===== src/rtl/core/sha256e_pkg.sv =====
`default_nettype none

package sha256e_pkg;

  localparam int unsigned WordW = 32;

  // Word slots inside a 16-word block.
  localparam logic [3:0] BLOCK_LAST_POS = 4'd15;
  localparam logic [3:0] LEN_HI_POS     = 4'd14;

  localparam logic [WordW-1:0] PAD_MARKER = 32'h8000_0000;

  localparam logic [WordW-1:0] INIT_HASH [8] = '{
    32'h6a09e667, 32'hbb67ae85, 32'h3c6ef372, 32'ha54ff53a,
    32'h510e527f, 32'h9b05688c, 32'h1f83d9ab, 32'h5be0cd19
  };

  localparam logic [WordW-1:0] ROUND_K [64] = '{
    32'h428a2f98, 32'h71374491, 32'hb5c0fbcf, 32'he9b5dba5,
    32'h3956c25b, 32'h59f111f1, 32'h923f82a4, 32'hab1c5ed5,
    32'hd807aa98, 32'h12835b01, 32'h243185be, 32'h550c7dc3,
    32'h72be5d74, 32'h80deb1fe, 32'h9bdc06a7, 32'hc19bf174,
    32'he49b69c1, 32'hefbe4786, 32'h0fc19dc6, 32'h240ca1cc,
    32'h2de92c6f, 32'h4a7484aa, 32'h5cb0a9dc, 32'h76f988da,
    32'h983e5152, 32'ha831c66d, 32'hb00327c8, 32'hbf597fc7,
    32'hc6e00bf3, 32'hd5a79147, 32'h06ca6351, 32'h14292967,
    32'h27b70a85, 32'h2e1b2138, 32'h4d2c6dfc, 32'h53380d13,
    32'h650a7354, 32'h766a0abb, 32'h81c2c92e, 32'h92722c85,
    32'ha2bfe8a1, 32'ha81a664b, 32'hc24b8b70, 32'hc76c51a3,
    32'hd192e819, 32'hd6990624, 32'hf40e3585, 32'h106aa070,
    32'h19a4c116, 32'h1e376c08, 32'h2748774c, 32'h34b0bcb5,
    32'h391c0cb3, 32'h4ed8aa4a, 32'h5b9cca4f, 32'h682e6ff3,
    32'h748f82ee, 32'h78a5636f, 32'h84c87814, 32'h8cc70208,
    32'h90befffa, 32'ha4506ceb, 32'hbef9a3f7, 32'hc67178f2
  };

  // Sequencer to round unit.
  typedef struct packed {
    logic             load;
    logic             start;
    logic             init_hash;
    logic [WordW-1:0] word;
  } sha256e_ctrl_t;

  // Round unit to sequencer.
  typedef struct packed {
    logic busy;
    logic done;
  } sha256e_stat_t;

endpackage

`default_nettype wire


===== src/rtl/core/sha256e_in_if.sv =====
`default_nettype none

interface sha256e_in_if;
  logic        valid;
  logic        ready;
  logic [31:0] data_word;
  logic [2:0]  valid_bytes;
  logic        last_word;

  modport source (output valid, output data_word, output valid_bytes, output last_word,
                  input ready);
  modport sink (input valid, input data_word, input valid_bytes, input last_word,
                output ready);
endinterface

`default_nettype wire


===== src/rtl/core/sha256e_out_if.sv =====
`default_nettype none

interface sha256e_out_if;
  logic        valid;
  logic        ready;
  logic [31:0] digest_word;
  logic [2:0]  digest_index;
  logic        digest_last;

  modport source (output valid, output digest_word, output digest_index, output digest_last,
                  input ready);
  modport sink (input valid, input digest_word, input digest_index, input digest_last,
                output ready);
endinterface

`default_nettype wire


===== src/rtl/core/sha256_hash_engine_unit.sv =====
`default_nettype none

// SHA-256 engine. Message words arrive on msg_i, first byte in bits 31..24, and the word
// flagged last_word may carry 0 to 4 valid bytes. Words are accepted in the idle state; when
// one completes a 16-word block the single round unit compresses it at one round per cycle,
// and the engine drops ready for the 64 rounds and a final add. After the last word the
// sequencer writes the padding and the 64-bit bit length one word per cycle, pausing while
// a filled block is compressed; the padding takes one or two further blocks, and the engine
// then presents the eight digest words on dig_o, index 0 first, digest_last on the eighth.
// The engine then returns to its initial hash state for the next message.
module sha256_hash_engine_unit
  import sha256e_pkg::*;
(
  input wire logic      clk_i,
  input wire logic      rst_ni,
  sha256e_in_if.sink    msg_i,
  sha256e_out_if.source dig_o
);

  localparam logic [2:0] S_IDLE = 3'd0;
  localparam logic [2:0] S_COMP = 3'd1;
  localparam logic [2:0] S_MARK = 3'd2;
  localparam logic [2:0] S_ZERO = 3'd3;
  localparam logic [2:0] S_LENL = 3'd4;
  localparam logic [2:0] S_OUT  = 3'd5;

  logic [2:0]  state_q, state_d;
  logic [2:0]  ret_q, ret_d;
  logic [3:0]  pos_q, pos_d;
  logic [63:0] bits_q, bits_d;
  logic [2:0]  idx_q, idx_d;

  sha256e_ctrl_t ctrl;
  sha256e_stat_t stat;
  logic [WordW-1:0] rd_word;

  logic             push;
  logic [WordW-1:0] push_word;
  logic [2:0]       after;
  logic [2:0]       nbytes;
  logic [WordW-1:0] tail_word;

  // Last word with fewer than four bytes: keep the valid bytes and put the marker behind them.
  always_comb begin
    nbytes = (msg_i.valid_bytes > 3'd4) ? 3'd4 : msg_i.valid_bytes;
    case (nbytes)
      3'd1:    tail_word = {msg_i.data_word[31:24], 8'h80, 16'h0000};
      3'd2:    tail_word = {msg_i.data_word[31:16], 8'h80, 8'h00};
      3'd3:    tail_word = {msg_i.data_word[31:8], 8'h80};
      default: tail_word = PAD_MARKER;
    endcase
  end

  always_comb begin
    state_d     = state_q;
    ret_d       = ret_q;
    pos_d       = pos_q;
    bits_d      = bits_q;
    idx_d       = idx_q;
    push        = 1'b0;
    push_word   = '0;
    after       = state_q;
    ctrl        = '0;
    msg_i.ready = 1'b0;
    dig_o.valid = 1'b0;

    case (state_q)
      S_IDLE: begin
        msg_i.ready = 1'b1;
        if (msg_i.valid) begin
          push = 1'b1;
          if (!msg_i.last_word) begin
            push_word = msg_i.data_word;
            bits_d    = bits_q + 64'd32;
            after     = S_IDLE;
          end else begin
            bits_d = bits_q + {58'd0, nbytes, 3'b000};
            if (nbytes == 3'd4) begin
              push_word = msg_i.data_word;
              after     = S_MARK;
            end else begin
              push_word = tail_word;
              after     = S_ZERO;
            end
          end
        end
      end
      S_MARK: begin
        push      = 1'b1;
        push_word = PAD_MARKER;
        after     = S_ZERO;
      end
      S_ZERO: begin
        push = 1'b1;
        if (pos_q == LEN_HI_POS) begin
          push_word = bits_q[63:32];
          after     = S_LENL;
        end else begin
          push_word = '0;
          after     = S_ZERO;
        end
      end
      S_LENL: begin
        push      = 1'b1;
        push_word = bits_q[31:0];
        after     = S_OUT;
      end
      S_COMP: begin
        if (stat.done) state_d = ret_q;
      end
      S_OUT: begin
        dig_o.valid = 1'b1;
        if (dig_o.ready) begin
          idx_d = idx_q + 3'd1;
          if (idx_q == 3'd7) begin
            ctrl.init_hash = 1'b1;
            bits_d         = '0;
            pos_d          = '0;
            state_d        = S_IDLE;
          end
        end
      end
      default: begin
        state_d = S_IDLE;
      end
    endcase

    // Every pushed word goes to the window; the sixteenth of a block starts compression.
    if (push) begin
      ctrl.load = 1'b1;
      ctrl.word = push_word;
      pos_d     = pos_q + 4'd1;
      if (pos_q == BLOCK_LAST_POS) begin
        ctrl.start = 1'b1;
        state_d    = S_COMP;
        ret_d      = after;
      end else begin
        state_d = after;
      end
    end
  end

  always_ff @(posedge clk_i or negedge rst_ni) begin
    if (!rst_ni) begin
      state_q <= S_IDLE;
      ret_q   <= S_IDLE;
      pos_q   <= '0;
      bits_q  <= '0;
      idx_q   <= '0;
    end else begin
      state_q <= state_d;
      ret_q   <= ret_d;
      pos_q   <= pos_d;
      bits_q  <= bits_d;
      idx_q   <= idx_d;
    end
  end

  sha256e_round u_round (
    .clk_i     (clk_i),
    .rst_ni    (rst_ni),
    .ctrl_i    (ctrl),
    .stat_o    (stat),
    .rd_idx_i  (idx_q),
    .rd_word_o (rd_word)
  );

  assign dig_o.digest_word  = rd_word;
  assign dig_o.digest_index = idx_q;
  assign dig_o.digest_last  = (idx_q == 3'd7);

  a_comp_wait: assert property (@(posedge clk_i) disable iff (!rst_ni)
    state_q != S_COMP && state_q != S_IDLE |-> !stat.busy)
    else $error("sequencer left the compression wait while the round unit was busy");

  a_ready_idle: assert property (@(posedge clk_i) disable iff (!rst_ni)
    msg_i.ready |-> state_q == S_IDLE)
    else $error("request accepted outside the idle state");

  a_digest_hold: assert property (@(posedge clk_i) disable iff (!rst_ni)
    dig_o.valid && !dig_o.ready |=>
      dig_o.valid && $stable(dig_o.digest_index) && $stable(dig_o.digest_word))
    else $error("digest word changed while waiting for ready");

endmodule

`default_nettype wire


===== src/rtl/core/sha256e_round.sv =====
`default_nettype none

module sha256e_round
  import sha256e_pkg::*;
(
  input  wire logic          clk_i,
  input  wire logic          rst_ni,
  input  wire sha256e_ctrl_t ctrl_i,
  output sha256e_stat_t      stat_o,
  input  wire logic [2:0]    rd_idx_i,
  output logic [WordW-1:0]   rd_word_o
);

  function automatic logic [WordW-1:0] big_sig0(input logic [WordW-1:0] x);
    return {x[1:0], x[31:2]} ^ {x[12:0], x[31:13]} ^ {x[21:0], x[31:22]};
  endfunction

  function automatic logic [WordW-1:0] big_sig1(input logic [WordW-1:0] x);
    return {x[5:0], x[31:6]} ^ {x[10:0], x[31:11]} ^ {x[24:0], x[31:25]};
  endfunction

  function automatic logic [WordW-1:0] sml_sig0(input logic [WordW-1:0] x);
    return {x[6:0], x[31:7]} ^ {x[17:0], x[31:18]} ^ {3'b000, x[31:3]};
  endfunction

  function automatic logic [WordW-1:0] sml_sig1(input logic [WordW-1:0] x);
    return {x[16:0], x[31:17]} ^ {x[18:0], x[31:19]} ^ {10'd0, x[31:10]};
  endfunction

  logic [WordW-1:0] chain_q [8];
  logic [WordW-1:0] wv_q    [8];
  logic [WordW-1:0] win_q   [16];
  logic [5:0]       round_q;
  logic             busy_q;
  logic             fin_q;

  logic [WordW-1:0] ch, maj, t1, t2, next_w;

  // During compression the window holds W[t] .. W[t+15]; slot 0 feeds the current round.
  always_comb begin
    ch     = (wv_q[4] & wv_q[5]) ^ (~wv_q[4] & wv_q[6]);
    maj    = (wv_q[0] & wv_q[1]) ^ (wv_q[0] & wv_q[2]) ^ (wv_q[1] & wv_q[2]);
    t1     = wv_q[7] + big_sig1(wv_q[4]) + ch + ROUND_K[round_q] + win_q[0];
    t2     = big_sig0(wv_q[0]) + maj;
    next_w = sml_sig1(win_q[14]) + win_q[9] + sml_sig0(win_q[1]) + win_q[0];
  end

  always_ff @(posedge clk_i or negedge rst_ni) begin
    if (!rst_ni) begin
      busy_q  <= 1'b0;
      fin_q   <= 1'b0;
      round_q <= '0;
      for (int i = 0; i < 8; i++) chain_q[i] <= INIT_HASH[i];
    end else begin
      fin_q <= 1'b0;
      if (ctrl_i.start) begin
        busy_q  <= 1'b1;
        round_q <= '0;
      end else if (busy_q) begin
        round_q <= round_q + 6'd1;
        if (round_q == 6'd63) begin
          busy_q <= 1'b0;
          fin_q  <= 1'b1;
        end
      end
      if (ctrl_i.init_hash) begin
        for (int i = 0; i < 8; i++) chain_q[i] <= INIT_HASH[i];
      end else if (fin_q) begin
        for (int i = 0; i < 8; i++) chain_q[i] <= chain_q[i] + wv_q[i];
      end
    end
  end

  always_ff @(posedge clk_i) begin
    if (ctrl_i.load || busy_q) begin
      for (int i = 0; i < 15; i++) win_q[i] <= win_q[i+1];
      win_q[15] <= busy_q ? next_w : ctrl_i.word;
    end
    if (ctrl_i.start) begin
      for (int i = 0; i < 8; i++) wv_q[i] <= chain_q[i];
    end else if (busy_q) begin
      wv_q[7] <= wv_q[6];
      wv_q[6] <= wv_q[5];
      wv_q[5] <= wv_q[4];
      wv_q[4] <= wv_q[3] + t1;
      wv_q[3] <= wv_q[2];
      wv_q[2] <= wv_q[1];
      wv_q[1] <= wv_q[0];
      wv_q[0] <= t1 + t2;
    end
  end

  assign stat_o.busy = busy_q || fin_q;
  assign stat_o.done = fin_q;
  assign rd_word_o   = chain_q[rd_idx_i];

  a_start_idle: assert property (@(posedge clk_i) disable iff (!rst_ni)
    ctrl_i.start |-> !busy_q && !fin_q)
    else $error("compression started while the round unit is busy");

  a_load_idle: assert property (@(posedge clk_i) disable iff (!rst_ni)
    ctrl_i.load |-> !busy_q && !fin_q)
    else $error("schedule window loaded during compression");

  a_fin_after_last: assert property (@(posedge clk_i) disable iff (!rst_ni)
    busy_q && round_q == 6'd63 && !ctrl_i.start |=> fin_q && !busy_q)
    else $error("final add did not follow the last round");

  a_fin_single: assert property (@(posedge clk_i) disable iff (!rst_ni)
    fin_q |=> !fin_q)
    else $error("final add lasted more than one cycle");

endmodule

`default_nettype wire

===== src/flat_wrapper.sv =====
// flat-port wrapper written by rule: the top's interface ports become plain ports
module sha256_hash_engine_unit_flat import sha256e_pkg::*;
  (clk_i, rst_ni, msg_i_valid, msg_i_data_word, msg_i_valid_bytes, msg_i_last_word, msg_i_ready, dig_o_valid, dig_o_digest_word, dig_o_digest_index, dig_o_digest_last, dig_o_ready);
  sha256e_in_if msg_i_i ();
  sha256e_out_if dig_o_i ();
  input wire logic clk_i;
  input wire logic rst_ni;
  input wire logic [$bits(msg_i_i.valid)-1:0] msg_i_valid;
  input wire logic [$bits(msg_i_i.data_word)-1:0] msg_i_data_word;
  input wire logic [$bits(msg_i_i.valid_bytes)-1:0] msg_i_valid_bytes;
  input wire logic [$bits(msg_i_i.last_word)-1:0] msg_i_last_word;
  output wire logic [$bits(msg_i_i.ready)-1:0] msg_i_ready;
  output wire logic [$bits(dig_o_i.valid)-1:0] dig_o_valid;
  output wire logic [$bits(dig_o_i.digest_word)-1:0] dig_o_digest_word;
  output wire logic [$bits(dig_o_i.digest_index)-1:0] dig_o_digest_index;
  output wire logic [$bits(dig_o_i.digest_last)-1:0] dig_o_digest_last;
  input wire logic [$bits(dig_o_i.ready)-1:0] dig_o_ready;
  assign msg_i_i.valid = msg_i_valid;
  assign msg_i_i.data_word = msg_i_data_word;
  assign msg_i_i.valid_bytes = msg_i_valid_bytes;
  assign msg_i_i.last_word = msg_i_last_word;
  assign msg_i_ready = msg_i_i.ready;
  assign dig_o_valid = dig_o_i.valid;
  assign dig_o_digest_word = dig_o_i.digest_word;
  assign dig_o_digest_index = dig_o_i.digest_index;
  assign dig_o_digest_last = dig_o_i.digest_last;
  assign dig_o_i.ready = dig_o_ready;
  sha256_hash_engine_unit u_core (.clk_i(clk_i), .rst_ni(rst_ni), .msg_i(msg_i_i), .dig_o(dig_o_i));
endmodule

===== config.mk =====
export PLATFORM = sky130hd
export DESIGN_NAME = sha256_hash_engine_unit_flat
export DESIGN_NICKNAME = d
export VERILOG_FILES = /design/src/rtl/core/sha256e_pkg.sv /design/src/rtl/core/sha256e_in_if.sv /design/src/rtl/core/sha256e_out_if.sv /design/src/rtl/core/sha256_hash_engine_unit.sv /design/src/rtl/core/sha256e_round.sv /design/src/flat_wrapper.sv
export SDC_FILE = /design/constraint.sdc
export NUM_CORES = 2
export LEC_CHECK = 0
export ABC_CLOCK_PERIOD_IN_PS = 14500
export BUFFER_PORTS_ARGS = -buffer_cell sky130_fd_sc_hd__buf_4
export CORE_ASPECT_RATIO = 1.4
export CORE_MARGIN = 10
export CORE_UTILIZATION = 48
export CTS_CLUSTER_SIZE = 24
export DETAILED_ROUTE_END_ITERATION = 10
export PLACE_DENSITY = 0.66
export SLEW_MARGIN = 20
export SYNTH_ARGS = -nofsm -noshare
export SYNTH_HDL_FRONTEND = slang
export SYNTH_SLANG_ARGS = --single-unit
export TNS_END_PERCENT = 100

===== constraint.sdc =====
create_clock -name clk_i -period 14.5 [get_ports clk_i]
set_input_delay 0 -clock clk_i [delete_from_list [all_inputs] [get_ports clk_i]]
set_output_delay 0 -clock clk_i [all_outputs]
set_load 0.1 [all_outputs]

==> reports/qor.csv <==
stage,metric,value,unit
detailed_routing,Via Count,50780,
run_status,status,completed,
sta,setup violators final,0,
yosys,"Top FF cell, synth",edfxtp_1,
worst_setup_path,max incr delay on CP,0.73,ns
global_route,largest net degree at the start of global routing,150,
sta,skew final,0.05874,ns
sta,Tmin final,10.55,ns
yosys,Post-Synthesis Cells,6341,
die,chip height,472.4,um
die,I/O pins,78,
placement,dpl hpwl,171000,um
placement,IO buf count,77,
worst_setup_path,"delay-heaviest family, CP",adder cells,
die,FP Rows,165,
yosys,adder-cell share of the synthesized area,12.80,%
placement,Placer Congestion,0.9704,
yosys,post-synth cell types,83,
worst_hold_path,hold crit path type,in2async,
yosys,register area share after synthesis,45.17,%
yosys,Yosys top cell area share,32.87,%
clocking,Skew-Pair Late Insertion Delay,0.78,ns
layout,Layout Nets,7017,
yosys,Post-synth ARST share,30.56,%
worst_setup_path,CP arrival,11.03,ns
yosys,Ys Warns,0,
die,Core ar.,0.1449,mm^2
worst_setup_path,startpoint types,flip-flop,
clocking,"CTS clk-pin slew, worst paths",0.08,ns
yosys,Yosys reg bits,1106,
worst_setup_path,Buf/Inv on CP,6,
global_route,GRT Max-Usage Layer,met2,
sta,Slew headroom,22.11,%
yosys,synthesized cell area,0.07016,mm^2
yosys,post-synthesis compound-gate area fraction,13.88,%
sta,final hold vios,0,
detailed_routing,drt pass-1 iters,9,
die,initial core utilization,48.41,%
global_route,M2 GR Usage,48.62,%
yosys,multiplexer area fraction after synthesis,8.026,%
layout,Multi-input gate area,0.03616,mm^2
global_route,vias in the first global route,50590,
clocking,number of hold buffers added after cts,47,
worst_setup_path,Worst Setup End Kind,flip-flop,
yosys,Syn Nets,6978,
global_route,GR Util met3,2.559,%
clocking,post-CTS setup repair buffer count,0,
worst_setup_path,Worst Path Required,14.99,ns
yosys,Synth Area in Simple Gates,9.174,%
clocking,clk sinks,1106,
layout,Fillers,12530,
clocking,H-tree depth,3,
worst_setup_path,slowest CP cell,ha_1,
detailed_routing,drt via density,6.046,
die,die area,0.1621,mm^2
yosys,largest family of logic cells by synthesized area,compound AO/OA/AOI/OAI gates,
run,Max-cap violations,0,
global_route,Total GRT Usage,27.47,%
clocking,CTS tree,built,
global_route,M1 GR Usage,31.73,%
clocking,CTS buffer count,111,
global_route,GRT overflow,0,
detailed_routing,Initial DRC Count,4395,
sta,"Slew Viols, Final",0,
sta,fmax,0.09481,GHz
detailed_routing,Total Wirelength,227100,um
yosys,cell taking the most area after synthesis,edfxtp_1,
yosys,Syn Area/Cell,11.06,um^2
layout,register area,0.03171,mm^2
global_route,first-pass GRT wire length,333100,um
layout,fraction of layout cells with a size suffix above 1,13.20,%
yosys,Post-synth EDFFs,768,
clocking,Root Buffer,clkbuf_16,
detailed_routing,# DRC,0,
sta,RSZ-0062 raised after global routing,false,
worst_setup_path,"critical path fanouts, max",15,
sta,Setup TNS,0,ns
layout,Area growth syn-to-layout,10.04,%
yosys,xor/xnor share of the synthesized area,7.590,%
detailed_routing,Routed Antenna Nets,0,
yosys,Synth area leaders,"edfxtp_1, dfrtp_1, ha_1",
clocking,Resize count post-CTS,0,
worst_setup_path,Crit path top cell by count,inv_1,
detailed_routing,Routed wire per std cell,27.04,um
sta,Tcrit/Tclk final,72.74,%
global_route,initial antenna violation count,1,
worst_setup_path,Setup Crit Path Kind,reg2reg,
die,chip width,343.1,um
sta,slew at the pin closest to its max-slew limit,1.159,ns
clocking,maximum buffer depth of the clock tree,3,
-- Yosys cell counts, drive strengths merged (44+ instances only) --
cell and number:
o21ai 437, o21bai 44, nand3 106, buf 45, dfstp 136, o21a 71
a21oi 441, nand2b 80, nor2 460, a211oi 73, mux2i 111, nor2b 71
inv 343, clkbuf 236, xor2 204, edfxtp 768, dfrtp 202, a21o 197
mux2 253, mux4 74, and3 49, xnor2 404, fa 196, nand2 410
ha 401, nor3 94
-- flip-flops by register name, indices dropped and copies added (netlist names), 4 cells and up --
name / count
u_core.u_round.win_q: 512
u_core.u_round.chain_q: 256
u_core.u_round.wv_q: 256
u_core.bits_q: 61
u_core.u_round.round_q: 6
u_core.pos_q: 4
-- worst register-to-register path, delay by kind of cell (launching register included) --
family	cells	cell delay [ns]
AO/OA/AOI/OAI	13	3.07
XOR/XNOR	2	0.36
adder cells (fa/ha/maj)	7	3.32
buffers and inverters	6	0.84
flip-flops	1	0.72
multiplexers	1	0.52
AND/OR/NAND/NOR	7	1.47
-- cell type report --
class                   instances  area share, %
multi-input cells            4609          46.84
inverters                     345          1.684
flip-flops and latches       1106          41.08
repair buffers                207          2.246
diodes                          1       0.003241
well taps                    1920          3.112
clock inverters                73          1.177
clock buffers                 138          3.861
-- stage by stage --
stage	area, um^2	std cells	hold slack, ns	setup slack, ns	util (%)
global route	77200	8398	0.06580	3.381	53.27
global placement	72790	8139	0.01240	4.161	50.23
CTS	77170	8397	0.009113	4.090	53.24
finish	77200	8399	0.01689	3.952	53.27
detailed placement	72800	8139	0.01223	4.123	50.23
floorplan	70160	6341	-0.2956	0.4345	-
-- cell families (layout without fill, tap and decap cells) --
| kind of cell | after synthesis | count (layout) |
|---|---|---|
| DFF | 1106 | 1106 |
| AOI/OAI and AO/OA | 1554 | 1554 |
| xor gates and xnor gates | 608 | 608 |
| and+or+nand+nor | 1408 | 1408 |
| other | 0 | 1 |
| muxes | 438 | 438 |
| adders and majority gates | 601 | 601 |
| buffers and inverters | 626 | 763 |
-- per-layer routing --
metal	part of all wire [%]	vias up
met3	4.1	535
met5	0	-
met4	7.2	0
met1	38	25550
met2	51	1675
li1	-	23020
-- path summary, 6_finish.rpt --
kind	startpoint	endpoint	slack (ns)	cells after the start
setup / recovery	u_core.u_round.round_q[1]$_DFFE_PN0P_	u_core.u_round.wv_q[0][29]$_DFFE_PP_	3.95	36
hold reg to reg	u_core.u_round.win_q[1][85]$_DFFE_PP_	u_core.u_round.win_q[1][53]$_DFFE_PP_	0.40	0
max in group asynchronous	rst_ni	u_core.u_round.round_q[3]$_DFFE_PN0P_	12.69	4
hold / removal	rst_ni	u_core.u_round.chain_q[216]$_DFFE_PN1P_	0.02	2
min in group clk_i	dig_o_ready	u_core.dig_o.digest_index[0]$_DFFE_PN0P_	0.18	4
setup reg to reg	u_core.u_round.round_q[1]$_DFFE_PN0P_	u_core.u_round.wv_q[0][29]$_DFFE_PP_	3.95	36
-- layout by cell type (no fill, tap or decap), types with 18 or more instances in the layout --
| cell | n |
|---|---|
| a211o_1 | 21 |
| a211oi_1 | 70 |
| a21o_1 | 197 |
| a21oi_1 | 440 |
| a222oi_1 | 22 |
| a311oi_1 | 18 |
| a31oi_1 | 40 |
| and3_1 | 49 |
| buf_4 | 156 |
| clkbuf_1 | 18 |
| clkbuf_16 | 112 |
| clkinv_2 | 28 |
| dfrtp_1 | 194 |
| dfstp_2 | 136 |
| dlygate4sd3_1 | 46 |
| edfxtp_1 | 768 |
| fa_1 | 196 |
| ha_1 | 401 |
| inv_1 | 342 |
| mux2_2 | 252 |
| mux2i_1 | 111 |
| mux4_2 | 74 |
| nand2_1 | 410 |
| nand2b_1 | 79 |
| nand3_1 | 105 |
| nand4_1 | 25 |
| nor2_1 | 458 |
| nor2b_1 | 70 |
| nor3_1 | 94 |
| o211ai_1 | 25 |
| o21a_1 | 71 |
| o21ai_0 | 366 |
| o21ai_1 | 70 |
| o21bai_1 | 44 |
| o31ai_1 | 26 |
| or3_1 | 39 |
| xnor2_1 | 404 |
| xor2_1 | 204 |
Power is not shown: default switching activity piles up to over one toggle a cycle in this logic, so the estimate is an artifact.
